===== config.mk =====
export PLATFORM = sky130hd
export DESIGN_NAME = tln_ctrl
export DESIGN_NICKNAME = d
export VERILOG_FILES = /design/src/rtl/tln_pkg.sv /design/src/rtl/tln_ctrl.sv
export SDC_FILE = /design/constraint.sdc
export NUM_CORES = 1
export LEC_CHECK = 0
export BUFFER_PORTS_ARGS = -buffer_cell sky130_fd_sc_hd__buf_2
export CAP_MARGIN = 25
export CORE_AREA = 2 2 39 41
export CTS_BUF_LIST = sky130_fd_sc_hd__clkbuf_8
export CTS_CLUSTER_DIAMETER = 30
export CTS_CLUSTER_SIZE = 14
export DETAILED_ROUTE_END_ITERATION = 7
export DIE_AREA = 0 0 41 43
export GPL_ROUTABILITY_DRIVEN = 0
export PLACE_DENSITY = 0.47
export RECOVER_POWER = 100
export SLEW_MARGIN = 15
export SYNTH_ARGS = -nofsm -noshare
export SYNTH_HDL_FRONTEND = slang
export SYNTH_SLANG_ARGS = --single-unit

===== constraint.sdc =====
create_clock -name clk -period 1.16 [get_ports clk]
set_input_delay 0.058 -clock clk [delete_from_list [all_inputs] [get_ports clk]]
set_output_delay 0.058 -clock clk [all_outputs]
set_load 0.005 [all_outputs]

===== src/rtl/tln_pkg.sv =====
// Package for the tactile level normalizer: widths, register indexes, payload types.
// No dependencies.
package tln_pkg;
  localparam int SampleBits = 12;
  localparam int FracBits = 12;
  localparam int LevelBits = SampleBits + FracBits;
  localparam int GainBits = 16;
  localparam int NormBits = 16;
  localparam int QuoBits = 16;

  localparam logic [2:0] REG_MEAN_GAIN = 3'd0;
  localparam logic [2:0] REG_RANGE_GAIN = 3'd1;
  localparam logic [2:0] REG_RELEASE_DECAY = 3'd2;
  localparam logic [2:0] REG_OUTPUT_MODE = 3'd3;
  localparam logic [2:0] REG_ABS_LOW_START = 3'd4;
  localparam logic [2:0] REG_ABS_HIGH_START = 3'd5;

  localparam logic [15:0] TENTH_Q16 = 16'd6554;

  typedef struct packed {
    logic [SampleBits-1:0] sample;
    logic sample_valid;
  } in_t;

  typedef struct packed {
    logic [LevelBits-1:0] raw_level;
    logic signed [NormBits-1:0] norm_level;
    logic release_active;
  } out_t;

  // controller -> datapath
  typedef struct packed {
    logic load;      // capture input, start update
    logic upd_a;     // first update step
    logic upd_b;     // second update step
    logic upd_c;     // release step
    logic div_start; // set up normalization division
    logic div_step;  // one quotient bit
    logic finish;    // form result
  } cmd_t;

  typedef struct packed {
    logic div_last;
  } sts_t;
endpackage


===== src/rtl/tln_ctrl.sv =====
// Controller for the tactile level normalizer: sequences update, divide and output.
// Depends on tln_pkg.
module tln_ctrl (
  input  logic clk,
  input  logic rst,
  input  logic in_valid,
  output logic in_stall,
  output logic out_valid,
  input  logic out_stall,
  input  tln_pkg::sts_t sts,
  output tln_pkg::cmd_t cmd
);
  import tln_pkg::*;

  localparam logic [2:0] S_IDLE = 3'd0;
  localparam logic [2:0] S_UPA = 3'd1;
  localparam logic [2:0] S_UPB = 3'd2;
  localparam logic [2:0] S_UPC = 3'd3;
  localparam logic [2:0] S_DSET = 3'd4;
  localparam logic [2:0] S_DIV = 3'd5;
  localparam logic [2:0] S_FIN = 3'd6;

  logic [2:0] state, state_next;
  logic out_full;

  assign in_stall = (state != S_IDLE);
  assign out_valid = out_full;

  always_comb begin
    cmd = '0;
    state_next = state;
    unique case (state)
      S_IDLE: begin
        if (in_valid) begin
          cmd.load = 1'b1;
          state_next = S_UPA;
        end
      end
      S_UPA: begin
        cmd.upd_a = 1'b1;
        state_next = S_UPB;
      end
      S_UPB: begin
        cmd.upd_b = 1'b1;
        state_next = S_UPC;
      end
      S_UPC: begin
        cmd.upd_c = 1'b1;
        state_next = S_DSET;
      end
      S_DSET: begin
        cmd.div_start = 1'b1;
        state_next = S_DIV;
      end
      S_DIV: begin
        cmd.div_step = 1'b1;
        if (sts.div_last) state_next = S_FIN;
      end
      S_FIN: begin
        if (!out_full || !out_stall) begin
          cmd.finish = 1'b1;
          state_next = S_IDLE;
        end
      end
      default: state_next = S_IDLE;
    endcase
  end

  always_ff @(posedge clk) begin
    if (rst) begin
      state <= S_IDLE;
      out_full <= 1'b0;
    end else begin
      state <= state_next;
      if (cmd.finish) out_full <= 1'b1;
      else if (!out_stall) out_full <= 1'b0;
    end
  end
endmodule


After elaboration in Yosys (flattened, before gate mapping)
Cells that the tools add are included.

Equal/unequal tests: 10. Muxes and demuxes: 15. Reduce and logical (&&, ||, !) cells: 6.

Operators with widths (count): $pmux W3 S7 (1); $mux W1 (11); $eq A3 B3 Y1 const B (3); $mux W3 (3); $eq A3 B2 Y1 const B (2); $ne A2 B2 Y1 const B (3); $eq A3 B1 Y1 const B (1); $logic_not A3 Y1 (1); $reduce_and A3 Y1 (1); $reduce_bool A3 Y1 (1); $logic_not A1 Y1 (2); $ne A2 B1 Y1 const B (1); $logic_or A1 B1 Y1 (1).

Register bits: 4. Input port bits: 5. Output and inout port bits: 9. Logic and storage cells: 33.

Logic depth before layout (Yosys ltp)
Word-level depth: 5. Mapped depth: 3. Mapped depth without buffers: 2.

Least setup slack after synthesis
OpenSTA, ideal clock, no wires.

Path type: reg-to-reg. Start: register state[1]. End: register state[0]. Library setup time: 0.116 ns. Arrival: 0.882 ns. Setup slack: 0.162 ns. Stages on the path, launching flop included: 4. Clock period less this slack: 0.998 ns. Cells stage by stage: dfxtp_1 -> buf_6 -> or3_1 -> o211a_1.

Word-level cells in the longest chain between the ends: 3.

Ends and longest elaborated chain: start: declaration (line tln_ctrl.sv:23) `logic [2:0] state, state_next;`; start signal: assignment (line tln_ctrl.sv:74) `state <= state_next;`; $eq A3 B3 Y1 / $logic_not A3 Y1 (equally long branches) (line tln_ctrl.sv:32) `unique case (state)`; $ne A2 B2 Y1 (no source line); $reduce_and A3 Y1 (no source line).

Several ways; a longest one is shown, not always the timed one. A chain may end at the register's enable or synchronous reset.

==> impl_metrics.toml <==
[outcome]
outcome = "finished with violations"
violations = "negative setup slack"

[setup_path]
r2r_end = "state[0]"
startpoint_type = "flip-flop"
worstSetupPathType = "flip-flop to output pin"
cp-end-kind = "output pin"
slowest_stage = "or3_4"
endpoint = "cmd[6]"
cp_cell_sequence = "or3_4 -> nor2_2 -> buf_2"
path_max_fanout = 3
crit_arrival_ps = 1130
critPathRequiredTime_ps = 1100
crit_start = "state[0]"
timing.rr.start = "state[1]"
reg2regPathDepth = 3
cp_slowest_stage_delay_ps = 380
reg2reg_slack_ps = 60

[global_routing]
grt_overflow = 0
grt_usage_pct = 10.7
antenna_found_initial = 0
grt_pass1_vias = 284
grt_max_degree = 11
grt_first_pass_wirelength_um = 1210

[layout]
final-instance-count-excl-fill = 66
antennaDiodeCount = 0
drive_above_1_share_pct = 54.0
nNetsFinal = 57
area_delta_synth_final_pct = 58.7

[sta]
final_max_slew_viol_count = 0
worst_pin_slew_ps = 244
rsz0062_at_grt = "yes"
finalHoldViolations = 0
fin_setup_tns_ps = -23.9
setup_viol = 1
max_freq_ghz = 0.845
min_period_ps = 1180
fin_skew_ps = 6.54
setup_slack_ps = -23.9
post-route-period-util_pct = 102
slew_headroom_pct = 83.7

[route]
postRouteAntennaNets = 0
vias = 289
drt_pass1_iterations = 4
drt_iter0_markers = 2
drt_drc_violations_left = 0
wl_per_cell_um = 11.0
drt-total-wl_um = 723
detail_route.vias_per_cell = 4.38

[logic_synthesis]
ys_seq_area_share_pct = 29.4
synth_cells = 31
synth_cell_types = 21
synth_fp_nets = 36
syn_area_um2 = 273
syn-mean-instance-area_um2 = 8.80
yosysWarningCount = 0
ys_seq_elements = 4

[placement]
dpl.hpwl_um = 445
dp_cells = 59
port_buffers = 13

[pwr]
leakagePower_nw = 0.221
p_per_area_nw_per_um2 = 1340
vdd_drop_max_v = 0.000850

[floorplan]
rows = 14
core_area_um2 = 1380
io-pin-count = 14
dieWidth_um = 41
die_h_um = 43
initial_core_util_pct = 19.7
die-area_um2 = 1760

[hold_path]
hold_path.class = "primary input to flip-flop"

[clock_network]
cts.clk_slew.worst_paths_ps = 40
clockBufferDepth = 2
cts_tree = "done"
htreeDepth = 1
numCtsBuffers = 3
hold_buffers = 0
clock_sinks = 4
clkLatencyLatePin_ps = 220
clock-root-buffer = "clkbuf_8"

[job]
cap_violations = 0
[power by group]
group	total (mW)	internal [mW]	switching [mW]	leakage [nW]
Sequential	0.159	0.148	0.0114	0.0348
Clock	0.301	0.222	0.0787	0.0216
Combinational	0.119	0.0693	0.0497	0.165
[routing by layer]
| layer | GRT usage [%] | share of wire (%) |
|---|---|---|
| met5 | 0 | 0 |
| met4 | 6.00 | 0 |
| met3 | 6.28 | 8.0 |
| met2 | 15.3 | 49 |
| met1 | 11.9 | 43 |
[synthesized netlist by cell type (all sizes together)]
master	instances	area share, %
a21boi	1	2.8
a21oi	3	5.5
and2	1	2.3
and2b	2	5.5
and3b	1	3.7
and4b	1	3.7
buf	2	8.3
dfxtp	4	29
inv	3	4.1
nand2	1	1.4
nand2b	1	2.3
nand3b	1	2.8
nor2	1	1.4
nor3	1	1.8
nor3b	2	5.5
o211a	1	3.7
o31a	1	3.2
o32ai	1	3.2
or3	2	6.4
or3b	1	3.2
[cell type report]
cell class,count,area (µm²)
clock buffers,3,41.3
flip-flops and latches,4,91.3
inverters,3,11.3
well taps,16,20.0
multi-input cells,22,171
repair buffers,18,97.6
fillers,157,951
[logic make-up after synthesis]
group                  share of synthesized area, %
and+or+nand+nor                                39.9
AOI/OAI and AO/OA                              18.3
buffers and inverters                          12.4
DFF                                            29.4
[critical path: cells and delay by family (launching register included)]
| kind | cells | cell delay [ps] |
|---|---|---|
| buffers and inverters | 1 | 110 |
| flip-flops | 1 | 340 |
| AND/OR/NAND/NOR | 2 | 450 |
[placed cells by master, fill, tap and decap left out]
master,Yosys,final
buf_2,0,11
buf_4,0,4
a21oi_1,3,3
inv_1,3,3
clkbuf_8,0,3
dfxtp_4,0,3
and2b_1,2,2
clkbuf_1,0,2
nand3b_1,1,1
nor3b_1,2,1
and2_1,1,1
and3b_2,1,1
nor3b_2,0,1
nor3_2,0,1
or3_4,1,1
nor2_2,0,1
and4b_1,1,1
o31a_1,1,1
nand2_1,1,1
nand2b_1,1,1
a21boi_0,1,1
or3b_1,1,1
o32ai_1,1,1
or3_1,1,1
o211a_1,1,1
dfxtp_1,4,1
clkbuf_2,0,1
[per-stage QoR]
stage / instance area (µm²) / setup slack, ps / power [mW] / hold WS, ps / utilization, %
after CTS: 423 / -29.8 / 0.582 / 64.6 / 30.6
final: 433 / -23.9 / 0.579 / 69.9 / 31.3
after global routing: 433 / -70.6 / 0.618 / 77.2 / 31.3
after floorplan: 273 / 162 / 0.225 / 127 / -
after detailed placement: 343 / 57.8 / 0.254 / 284 / 24.8
after global placement: 343 / 60.6 / 0.255 / 291 / 24.8
[sequential cells by signal, indices dropped and copies added (netlist names)]
name       count
out_valid      1
state          3
[timing repair]
action | CTS | global route
setup buffers | 4 | 0
resized for setup | 5 | 4
setup endpoints to repair | 5 | 4
hold endpoints to repair | 0 | 0
pin swaps | 0 | 1
[worst min path at each step]
stage | endpoint | start | depth (start not counted)
after floorplan | out_valid | rst | 1
after global placement | out_valid | rst | 2
after detailed placement | out_valid | rst | 2
after CTS | out_valid | rst | 2
after global routing | out_valid | rst | 2
final | out_valid | rst | 2
Power figures use the tool's default switching activity.
